<file path="config.mk">
export PLATFORM = sky130hd
export DESIGN_NAME = zero_ff_bit_code_packer_top
export DESIGN_NICKNAME = d
export VERILOG_FILES = /design/src/hdl/zfpk_pkg.sv /design/src/hdl/zfpk_front.sv /design/src/hdl/zfpk_queue.sv /design/src/hdl/zfpk_back.sv /design/src/hdl/zero_ff_bit_code_packer_top.sv
export SDC_FILE = /design/constraint.sdc
export NUM_CORES = 1
export LEC_CHECK = 0
export BUFFER_PORTS_ARGS = -buffer_cell sky130_fd_sc_hd__buf_2
export CORE_MARGIN = 10
export CORE_UTILIZATION = 55
export CTS_CLUSTER_SIZE = 24
export DETAILED_ROUTE_END_ITERATION = 8
export PLACE_DENSITY = 0.85
export SETUP_SLACK_MARGIN = 0.5
export SYNTH_ARGS = -nofsm -noshare
export SYNTH_HDL_FRONTEND = slang
export SYNTH_SLANG_ARGS = --single-unit
</file>
<file path="constraint.sdc">
create_clock -name clk -period 2.9 [get_ports clk]
set_clock_uncertainty 0.05 [all_clocks]
set_input_delay 0.29 -clock clk [delete_from_list [all_inputs] [get_ports clk]]
set_output_delay 0.29 -clock clk [all_outputs]
set_load 0.02 [all_outputs]
</file>
<file path="src/hdl/zfpk_pkg.sv">
// ----------------------------------------------------------------------------
// zfpk_pkg
// Shared types and constants for the zero/FF bit-code packer.
// ----------------------------------------------------------------------------
`default_nettype none

package zfpk_pkg;

    // Default depth of the word queue between front and back (power of two).
    localparam int ZFPK_QUEUE_DEPTH = 4;

    localparam logic [0:0] FUNC_DATA = 1'b0;
    localparam logic [0:0] FUNC_END  = 1'b1;

    localparam logic [7:0] BYTE_ZERO = 8'h00;
    localparam logic [7:0] BYTE_ONES = 8'hFF;

    // Codes, left-aligned in 9 bits.
    localparam logic [8:0] CODE_ZERO = 9'b00_0000000;  // 0x00 -> 00
    localparam logic [8:0] CODE_ONES = 9'b01_0000000;  // 0xFF -> 01
    localparam logic [8:0] CODE_TERM = 9'b1_0000_0000; // terminator

    localparam logic [4:0] LEN_SHORT = 5'd2;
    localparam logic [4:0] LEN_LONG  = 5'd9;

    // One or two finished output words produced by one input item.
    typedef struct packed {
        logic       two_bytes;  // byte1 valid
        logic [7:0] byte0;
        logic [7:0] byte1;
        logic       last;       // byte1 is the final word of the stream
    } zfpk_entry_t;

endpackage

`default_nettype wire

</file>
<file path="src/hdl/zfpk_front.sv">
// ----------------------------------------------------------------------------
// zfpk_front
// Accepts items, codes each byte and packs the bits; pushes finished words.
// ----------------------------------------------------------------------------
`default_nettype none

module zfpk_front
    import zfpk_pkg::*;
(
    input  wire logic        clk,
    input  wire logic        rst_n,
    input  wire logic        item_valid,
    output logic             item_stall,
    input  wire logic [0:0]  func,
    input  wire logic [7:0]  data,
    input  wire logic        q_full,
    output logic             q_push,
    output zfpk_entry_t      q_entry
);

    logic [7:0]  partial_reg, partial_next;
    logic [2:0]  fill_reg, fill_next;
    logic [8:0]  code;
    logic [4:0]  len;
    logic [4:0]  total;
    logic [4:0]  total_m8;
    logic [15:0] win;
    logic        accept;

    assign item_stall = q_full;
    assign accept     = item_valid && !q_full;

    always_comb
    begin
        if (func == FUNC_END)
        begin
            code = CODE_TERM;
            len  = LEN_LONG;
        end
        else if (data == BYTE_ZERO)
        begin
            code = CODE_ZERO;
            len  = LEN_SHORT;
        end
        else if (data == BYTE_ONES)
        begin
            code = CODE_ONES;
            len  = LEN_SHORT;
        end
        else
        begin
            code = {1'b1, data};
            len  = LEN_LONG;
        end
    end

    assign win      = {partial_reg, 8'h00} | ({code, 7'b0} >> fill_reg);
    assign total    = {2'b00, fill_reg} + len;
    assign total_m8 = total - 5'd8;

    always_comb
    begin
        q_push          = 1'b0;
        q_entry.two_bytes = 1'b0;
        q_entry.byte0   = win[15:8];
        q_entry.byte1   = win[7:0];
        q_entry.last    = 1'b0;
        partial_next    = partial_reg;
        fill_next       = fill_reg;
        if (accept)
        begin
            if (func == FUNC_END)
            begin
                // fill + 9 is 9..16 bits: always two words, second is last
                q_push            = 1'b1;
                q_entry.two_bytes = 1'b1;
                q_entry.last      = 1'b1;
                partial_next      = 8'h00;
                fill_next         = 3'd0;
            end
            else if (total >= 5'd16)
            begin
                q_push            = 1'b1;
                q_entry.two_bytes = 1'b1;
                partial_next      = 8'h00;
                fill_next         = 3'd0;
            end
            else if (total >= 5'd8)
            begin
                q_push       = 1'b1;
                partial_next = win[7:0];
                fill_next    = total_m8[2:0];
            end
            else
            begin
                partial_next = win[15:8];
                fill_next    = total[2:0];
            end
        end
    end

    always_ff @(posedge clk or negedge rst_n)
    begin
        if (!rst_n)
        begin
            partial_reg <= 8'h00;
            fill_reg    <= 3'd0;
        end
        else
        begin
            partial_reg <= partial_next;
            fill_reg    <= fill_next;
        end
    end

endmodule

`default_nettype wire

</file>
<file path="src/hdl/zfpk_queue.sv">
// ----------------------------------------------------------------------------
// zfpk_queue
// Small FIFO of packed word entries between front and back.
// ----------------------------------------------------------------------------
`default_nettype none

module zfpk_queue
    import zfpk_pkg::*;
#(
    parameter int DEPTH = ZFPK_QUEUE_DEPTH  // power of two, >= 2
)
(
    input  wire logic         clk,
    input  wire logic         rst_n,
    input  wire logic         push,
    input  wire zfpk_entry_t  push_entry,
    input  wire logic         pop,
    output zfpk_entry_t       head,
    output logic              full,
    output logic              empty
);

    localparam int PTR_W = $clog2(DEPTH);
    localparam int CNT_W = $clog2(DEPTH + 1);

    zfpk_entry_t       store [DEPTH];
    logic [PTR_W-1:0]  wr_ptr_reg, rd_ptr_reg;
    logic [CNT_W-1:0]  count_reg, count_next;

    assign full  = (count_reg == CNT_W'(DEPTH));
    assign empty = (count_reg == '0);
    assign head  = store[rd_ptr_reg];

    always_comb
    begin
        count_next = count_reg;
        if (push && !pop)
            count_next = count_reg + 1'b1;
        else if (pop && !push)
            count_next = count_reg - 1'b1;
    end

    always_ff @(posedge clk)
    begin
        if (push)
            store[wr_ptr_reg] <= push_entry;
    end

    always_ff @(posedge clk or negedge rst_n)
    begin
        if (!rst_n)
        begin
            wr_ptr_reg <= '0;
            rd_ptr_reg <= '0;
            count_reg  <= '0;
        end
        else
        begin
            if (push)
                wr_ptr_reg <= wr_ptr_reg + 1'b1;
            if (pop)
                rd_ptr_reg <= rd_ptr_reg + 1'b1;
            count_reg <= count_next;
        end
    end

endmodule

`default_nettype wire

</file>
<file path="src/hdl/zfpk_back.sv">
// ----------------------------------------------------------------------------
// zfpk_back
// Splits queue entries into single words and drives the output register.
// ----------------------------------------------------------------------------
`default_nettype none

module zfpk_back
    import zfpk_pkg::*;
(
    input  wire logic         clk,
    input  wire logic         rst_n,
    input  wire zfpk_entry_t  head,
    input  wire logic         empty,
    output logic              pop,
    output logic              byte_valid,
    input  wire logic         byte_stall,
    output logic [7:0]        packed_byte,
    output logic              last
);

    logic       out_valid_reg, out_valid_next;
    logic [7:0] out_byte_reg, out_byte_next;
    logic       out_last_reg, out_last_next;
    logic       pend_reg, pend_next;
    logic [7:0] pend_byte_reg, pend_byte_next;
    logic       pend_last_reg, pend_last_next;
    logic       load;

    assign load        = !out_valid_reg || !byte_stall;
    assign byte_valid  = out_valid_reg;
    assign packed_byte = out_byte_reg;
    assign last        = out_last_reg;

    always_comb
    begin
        pop            = 1'b0;
        out_valid_next = out_valid_reg;
        out_byte_next  = out_byte_reg;
        out_last_next  = out_last_reg;
        pend_next      = pend_reg;
        pend_byte_next = pend_byte_reg;
        pend_last_next = pend_last_reg;
        if (load)
        begin
            if (pend_reg)
            begin
                out_valid_next = 1'b1;
                out_byte_next  = pend_byte_reg;
                out_last_next  = pend_last_reg;
                pend_next      = 1'b0;
            end
            else if (!empty)
            begin
                pop            = 1'b1;
                out_valid_next = 1'b1;
                out_byte_next  = head.byte0;
                out_last_next  = 1'b0;
                pend_next      = head.two_bytes;
                pend_byte_next = head.byte1;
                pend_last_next = head.last;
            end
            else
            begin
                out_valid_next = 1'b0;
            end
        end
    end

    always_ff @(posedge clk or negedge rst_n)
    begin
        if (!rst_n)
        begin
            out_valid_reg <= 1'b0;
            pend_reg      <= 1'b0;
        end
        else
        begin
            out_valid_reg <= out_valid_next;
            pend_reg      <= pend_next;
        end
    end

    always_ff @(posedge clk)
    begin
        out_byte_reg  <= out_byte_next;
        out_last_reg  <= out_last_next;
        pend_byte_reg <= pend_byte_next;
        pend_last_reg <= pend_last_next;
    end

endmodule

`default_nettype wire

</file>
<file path="src/hdl/zero_ff_bit_code_packer_top.sv">
// ----------------------------------------------------------------------------
// zero_ff_bit_code_packer_top
// Codes raw bytes (0x00 -> 00, 0xFF -> 01, else 1 + byte) into a packed
// bit stream, MSB first, and emits each word as it fills.
// ----------------------------------------------------------------------------
// Usage:
//   Item channel (item_valid / item_stall, func, data): func = 0 codes the
//   byte in data, func = 1 ends the stream (terminator 1 + eight zeros,
//   partial word flushed zero-padded, packer returns to empty).
//   Word channel (byte_valid / byte_stall, packed_byte, last): last marks
//   the final word of an end-of-stream item. An end item always gives two
//   words; a data item gives zero, one or two.
//   Throughput: one item per cycle while the word side keeps up; words
//   leave at one word per cycle while byte_stall is low, so items giving
//   two words drain through the entry queue (QUEUE_DEPTH entries).
//   Path: with the queue and output register empty, the first word of an
//   accepted item is written into the queue, then loaded into the output
//   register; a second word waits in the pending register and follows it.
//   Stall: byte_stall holds the output register; the queue absorbs items
//   until full, then item_stall rises. Nothing is dropped.
//   Reset: clears the bit packer, the queue and the output valid.
// ----------------------------------------------------------------------------
`default_nettype none

module zero_ff_bit_code_packer_top
    import zfpk_pkg::*;
#(
    parameter int QUEUE_DEPTH = ZFPK_QUEUE_DEPTH
)
(
    input  wire logic        clk,
    input  wire logic        rst_n,
    // item side
    input  wire logic        item_valid,
    output logic             item_stall,
    input  wire logic [0:0]  func,
    input  wire logic [7:0]  data,
    // word side
    output logic             byte_valid,
    input  wire logic        byte_stall,
    output logic [7:0]       packed_byte,
    output logic             last
);

    logic        q_push;
    logic        q_pop;
    logic        q_full;
    logic        q_empty;
    zfpk_entry_t q_in;
    zfpk_entry_t q_head;

    // Front: classify item, pack bits, push finished words.
    zfpk_front u_front (
        .clk        (clk),
        .rst_n      (rst_n),
        .item_valid (item_valid),
        .item_stall (item_stall),
        .func       (func),
        .data       (data),
        .q_full     (q_full),
        .q_push     (q_push),
        .q_entry    (q_in)
    );

    // Decoupling queue.
    zfpk_queue #(
        .DEPTH (QUEUE_DEPTH)
    ) u_queue (
        .clk        (clk),
        .rst_n      (rst_n),
        .push       (q_push),
        .push_entry (q_in),
        .pop        (q_pop),
        .head       (q_head),
        .full       (q_full),
        .empty      (q_empty)
    );

    // Back: one word per cycle into the output register while byte_stall is low.
    zfpk_back u_back (
        .clk         (clk),
        .rst_n       (rst_n),
        .head        (q_head),
        .empty       (q_empty),
        .pop         (q_pop),
        .byte_valid  (byte_valid),
        .byte_stall  (byte_stall),
        .packed_byte (packed_byte),
        .last        (last)
    );

    // An accepted end item always produces a queue entry.
    a_end_pushes: assert property (@(posedge clk) disable iff (!rst_n)
        (item_valid && !item_stall && func == FUNC_END) |-> q_push)
        else $error("end item accepted without queue push");

    // The front never pushes into a full queue.
    a_no_overflow: assert property (@(posedge clk) disable iff (!rst_n)
        q_push |-> !q_full)
        else $error("push into full queue");

    // The back never pops an empty queue.
    a_no_underflow: assert property (@(posedge clk) disable iff (!rst_n)
        q_pop |-> !q_empty)
        else $error("pop from empty queue");

endmodule

`default_nettype wire
</file>
# --- Yosys cells after proc, flatten, opt, wreduce, memory -nomap -nowiden ---
# Memories as Yosys holds them, arrays and structs flattened.
# Cells that the tools add are included.
totals:
  input_bits: 13
  latch_bits: 0
  elab_cells: 76
  ramBits: 72
  mem_count: 1
  regBits: 38
  mem_bits_ro: 0
mem_list:
  columns: ["name", "depth", "word_bits", "read_ports", "rd_ports_with_merged_regs", "wr", "line", "text"]
  rows:
  - ["u_queue.store", 4, 18, 1, 0, 1, "zfpk_queue.sv:26", "zfpk_entry_t store [DEPTH];"]
classes:
  n_div: 0
  mul: 0
  muxes: 35
  n_bitwise: 3
  shifts: 1
  n_addsub: 6
  n_reduce_logical: 14
  n_eq_ne: 3
  magnitude_cmp: 2
op_table:
  columns: ["op", "n"]
  rows:
  - ["$mux 8", 5]
  - ["$mux 9", 3]
  - ["$mux 1", 19]
  - ["$or 16x16->16", 1]
  - ["$shr 16x3->16", 1]
  - ["$mux 3", 5]
  - ["$mux 5", 2]
  - ["$eq 8x8->1 const B", 1]
  - ["$logic_not 8->1", 1]
  - ["$sub 3x1->3 const B", 2]
  - ["$add 3x5->5", 1]
  - ["$ge 5x4->1 const B", 1]
  - ["$ge 5x5->1 const B", 1]
  - ["$logic_not 1->1", 5]
  - ["$add 2x1->2 const B", 2]
  - ["$mux 4", 1]
  - ["$add 3x1->3 const B", 1]
  - ["$eq 3x3->1 const B", 1]
  - ["$logic_and 1x1->1", 3]
  - ["$logic_not 3->1", 1]
  - ["$reduce_and 3->1", 1]
  - ["$ne 2x2->1 const B", 1]
  - ["$not 1->1", 2]
  - ["$reduce_and 2->1", 1]
  - ["2 further kinds", 2]

# --- Logic depth before layout (Yosys ltp) ---
depth:
  depth_word: 14
  ltp_mapped: 19
  mapped_depth_nobuf: 19

# --- By module ---
# From an unflattened synthesis, not the netlist that was laid out.
unflattened:
  hier_cells: 318
  hier_area_um2: 5031.1
modules_own_cells:
  columns: ["module", "area_per_inst_um2", "instances", "cells_each"]
  rows:
  - ["zfpk_queue", 2992.9, 1, 128]
  - ["zfpk_front", 1261.2, 1, 152]
  - ["zfpk_back", 777.0, 1, 38]

# --- Least setup slack after synthesis ---
# Ideal clock, no wire load.
synth_timing:
  path_type: "input to register"
  startpoint: "in data[5]"
  endpoint: "reg u_queue.count_reg[1]"
  arrival_ns: 3.091
  n_path_buf: 0
  path_slack_ns: -0.366
  required_time_ns: 2.725
  path_stages: 17
  path_cell_list: "nor4_1 > and2_2 > nor2_4 > nor2_4 > inv_2 > ha_1 > inv_1 > fa_1 > nand3b_1 > nor3_1 > nor2_1 > o21ai_2 > inv_2 > ha_1 > inv_1 > fa_1 > mux2_2"
synth_between:
  elab_cells_between_ends: 17
  cone_classes: "1 x add/sub; 2 x order compare; 1 x eq/ne; 8 x mux; 5 x reduce/logical"
synth_lines:
  columns: ["element", "line", "text"]
  rows:
  - ["from (decl)", "zero_ff_bit_code_packer_top.sv:37", "input wire logic [7:0] data,"]
  - ["$eq 8x8->1", "zfpk_front.sv:45", "else if (data == BYTE_ONES)"]
  - ["$mux 4", "zfpk_front.sv:45", null]
  - ["$mux 5 (*)", "zfpk_front.sv:40", "else if (data == BYTE_ZERO)"]
  - ["$mux 5 (*)", "zfpk_front.sv:35", "if (func == FUNC_END)"]
  - ["$add 3x5->5 (*)", "zfpk_front.sv:58", "assign total = {2'b00, fill_reg} + len;"]
  - ["$ge 5x4->1", "zfpk_front.sv:88", "else if (total >= 5'd8)"]
  - ["$mux 1", "zfpk_front.sv:88", null]
  - ["$mux 1 (*)", "zfpk_front.sv:81", "else if (total >= 5'd16)"]
  - ["$mux 1 (*)", "zfpk_front.sv:72", "if (func == FUNC_END)"]
  - ["$mux 1 (*)", "zfpk_front.sv:70", "if (accept)"]
  - ["named net q_push", "zero_ff_bit_code_packer_top.sv:45", "logic q_push;"]
  - ["$logic_and 1x1->1 (*)", "zfpk_queue.sv:37", "if (push && !pop)"]
  - ["$mux 3 (*)", "zfpk_queue.sv:37", null]
  - ["named net u_queue.count_next[1]", "zfpk_queue.sv:28", "logic [CNT_W-1:0] count_reg, count_next;"]
  - ["to (signal assigned)", "zfpk_queue.sv:63", "count_reg <= count_next;"]
  - ["to (decl)", "zfpk_queue.sv:28", null]
# Mark *: on every way through the listed nets, which the timed path passes. The rest lies on a longest branch.
# A chain may end at the register's enable or synchronous reset.

# --- Worst setup path after layout ---
layout_timing:
  startpoint: "in data[4]"
  endpoint: "reg u_queue.count_reg[1]"
# The elaborated chain is that of the path after synthesis.

==> flow_summary.json <==
{
  "post_route_cells_drive_above_1_share_pct": 43.8,
  "max-slew-margin-rel_pct": 49.9,
  "outcome": "complete, but fails checks",
  "power.clock.fraction_pct": 17.2,
  "largest_reg_flops": 72,
  "hold-path-cell-count": 3,
  "fin_nets": 431,
  "critical_path.max_fanout": 3,
  "post_drt_via_cell_ratio": 6.12,
  "fin_area_um2": 6190,
  "drt_first_pass_iters": 6,
  "routabilityCongestion": 0.918,
  "synth-edff-count": 90,
  "post-layout-total-power_mw": 5.97,
  "registers.top_by_ff_count": "u_queue.store",
  "clkSinkCount": 110,
  "worst-r2r-cell-count": 14,
  "pwr-share-comb_pct": 38.5,
  "placement.setup.worst_slack_ps": -428,
  "yosys_most_used_dff": "sky130_fd_sc_hd__edfxtp_1",
  "cts_tree": "built",
  "detail_route.wl_per_cell_um": 22.2,
  "critPathKind": "input pin to flop",
  "setup_violations": 2,
  "maxCapViolCount": 0,
  "vias": 3191,
  "drt_drc_violations_left": 0,
  "most_common_cell_after_layout_fill_and_taps_aside": "sky130_fd_sc_hd__edfxtp_1",
  "ctsLongestPathBuffers": 2,
  "min_to": "u_back.byte_valid$_DFFE_PN0P_",
  "switching_share_pct": 33.3,
  "finalCriticalPeriod_ps": 3020,
  "avgSynthCellArea_um2": 15.6,
  "cpPeakStageDelay_ps": 430,
  "detailed_place.area_um2": 5480,
  "clk_latency_ps": 370,
  "arrival_ps": 3240,
  "floorplan.die.width_um": 115,
  "intPower_mw": 3.99,
  "pwr-share-seq_pct": 44.2,
  "final_max_slew_viol_count": 0,
  "fillCellCount": 540,
  "grt_antenna_before_repair": 0,
  "postSynthRegisterBits": 110,
  "layout-area-overhead-vs-synth_pct": 23.4,
  "synth.net_count": 344,
  "total_leakage_power_nw": 2.38,
  "power_density_nw_per_um2": 966,
  "vias_in_the_first_global_route": 3222,
  "first_pass_grt_wire_length_um": 18000,
  "core_area_um2": 8810,
  "numPortBuffers": 23,
  "worstSetupEndpointType": "flop",
  "groute.usage.overall_pct": 17.9,
  "ios": 24,
  "rows": 34,
  "power.ir.vdd_worst_v": 0.000419,
  "crit_path_cell_trace": "buf_8, nor4_4, and2_4, nor2_4, nor2_4, inv_2, ha_4, inv_2, fa_2, nand3b_1, nor3_2, nor2_2, o21ai_2, inv_2, ha_4, inv_4, fa_2, mux2_4",
  "mostFrequentLayoutCells": "sky130_fd_sc_hd__edfxtp_1 (90), sky130_fd_sc_hd__buf_4 (43), sky130_fd_sc_hd__mux4_2 (20), sky130_fd_sc_hd__dfrtp_1 (20), sky130_fd_sc_hd__buf_2 (19)",
  "crit-reg2reg-launch": "u_front.fill_reg[1]$_DFFE_PN0P_",
  "final_min_period_over_clock_period_pct": 104,
  "violations_in_the_final_reports": "setup timing",
  "startpoint_type": "input pin",
  "holdCritPathClass": "input pin to flop",
  "cts_made_buffers": 9,
  "finalWorstSetupSlack_ps": -123,
  "p_sw_mw": 1.99,
  "die_y_um": 115,
  "grt_max_degree": 25,
  "r2r_end": "u_queue.count_reg[2]$_DFFE_PN0P_",
  "die_area_um2": 13300,
  "finalHoldViolations": 0,
  "fin_util_pct": 70.2,
  "total_area_of_sequential_cells_um2": 3200,
  "critPathMostFrequentCell": "sky130_fd_sc_hd__inv_2",
  "cts-root-buf": "sky130_fd_sc_hd__clkbuf_8",
  "synthCells": 321,
  "min_delay_startpoint": "byte_stall",
  "syn_area_um2": 5010,
  "worst-slew-pin-transition_ps": 751,
  "cp_slowest_cell": "sky130_fd_sc_hd__fa_2",
  "timing.critical_path.required_ps": 3110,
  "global_route.overflow_total": 0,
  "post_synth_num_cell_types": 62,
  "ys_async_sr_fraction_pct": 18.2,
  "floorplan.initialDensity_pct": 56.9,
  "antenna_cells": 0,
  "multi_input_comb_area_um2": 1860,
  "htree_levels": 3,
  "rsz0062_at_grt": "yes",
  "yosys_warnings": 0,
  "detail-route-antenna-nets": 0,
  "max_clock_freq_mhz": 331,
  "reg2reg_slack_ps": 110,
  "worst_setup_hold_path_clk_slew_ps": 110,
  "wirelength_um": 11600,
  "drt_first_iter_violations": 353,
  "hpwl_um": 6790,
  "ys_seq_area_share_pct": 63.9
}
timing repair:
item / CTS / global route
gates cloned: 7 / 0
buffers inserted: 21 / 6
endpoints found under the hold margin: 20 / 0
hold buffers: 1 / 0
gates resized for setup: 33 / 17
setup endpoints to repair: 80 / 89
pin swaps: 17 / 16
worst max path at each step:
stage	start	end	slack, ps	cells past startpoint
after floorplan	data[6]	u_queue.count_reg[1]$_DFFE_PN0P_	-160	17
after global placement	data[0]	u_queue.count_reg[1]$_DFFE_PN0P_	-230	18
after detailed placement	data[6]	u_queue.count_reg[2]$_DFFE_PN0P_	-430	18
after CTS	data[5]	u_queue.count_reg[1]$_DFFE_PN0P_	140	18
after global routing	data[4]	u_queue.count_reg[1]$_DFFE_PN0P_	-200	18
final	data[4]	u_queue.count_reg[1]$_DFFE_PN0P_	-120	18
cell families after synthesis:
logic type	share of synthesized area [%]
AOI/OAI and AO/OA	7.19
xor gates and xnor gates	1.05
adders and majority gates	2.79
buffers and inverters	2.84
DFF	63.9
muxes	13.9
and+or+nand+nor	8.31
through the flow:
stage | setup TNS (ps) | cells | hold slack (ps)
after global placement | -15170 | 470 | 234
final | -155 | 521 | 117
after CTS | 0 | 515 | 98.7
after floorplan | -251 | 321 | -55.6
after detailed placement | -24550 | 470 | 248
after global routing | -380 | 521 | 109
cell usage after synthesis (all sizes together) (2+ instances only):
cell type	number	share of area [%]
a21o	3	0.47
a21oi	11	1.2
a221o	4	0.85
a22oi	2	0.30
a31oi	3	0.37
a32o	2	0.40
and2	9	1.2
and3	3	0.42
and4	2	0.37
buf	5	0.45
clkbuf	8	1.2
dfrtp	20	10
edfxtp	90	54
fa	2	0.80
ha	8	2.0
inv	16	1.2
mux2	15	3.4
mux2i	8	1.6
mux4	20	9.0
nand2	13	1.0
nand2b	3	0.37
nand3	5	0.50
nand4	3	0.37
nor2	19	1.7
nor2b	2	0.25
nor3	5	0.50
nor3b	3	0.45
nor4	4	0.62
o21ai	9	0.97
o22ai	2	0.25
o31ai	2	0.30
xnor2	3	0.52
xor2	3	0.52
power groups by stage:
stage	Combinational [mW]	Sequential, mW	Clock (mW)
after floorplan	1.39	2.60	0
after global placement	1.82	2.63	0
after detailed placement	1.91	2.67	0
after CTS	2.17	2.63	1.05
after global routing	2.47	2.70	1.11
final	2.30	2.64	1.03
per-layer routing:
| metal | GRT usage [%] | part of all wire, % |
|---|---|---|
| met2 | 30.2 | 52 |
| met3 | 3.82 | 5.4 |
| met5 | 0 | 0 |
| met4 | 7.60 | 3.7 |
| met1 | 21.8 | 39 |
cell type report:
class / instances / area share (%)
sequential: 110 / 51.8
timing repair buffer: 83 / 11.3
inverter: 16 / 1.01
multi-input combinational: 188 / 30.1
clock buffer: 9 / 2.00
tap: 108 / 2.18
clock inverter: 7 / 1.68
worst max-delay path: cells and delay by family:
family          cells  cell delay [ps]
fa+ha+maj           4              960
mux                 1              280
buf+inv             5              360
compound gates      1              200
simple gates        7             1140
Power figures use the tool's default switching activity.
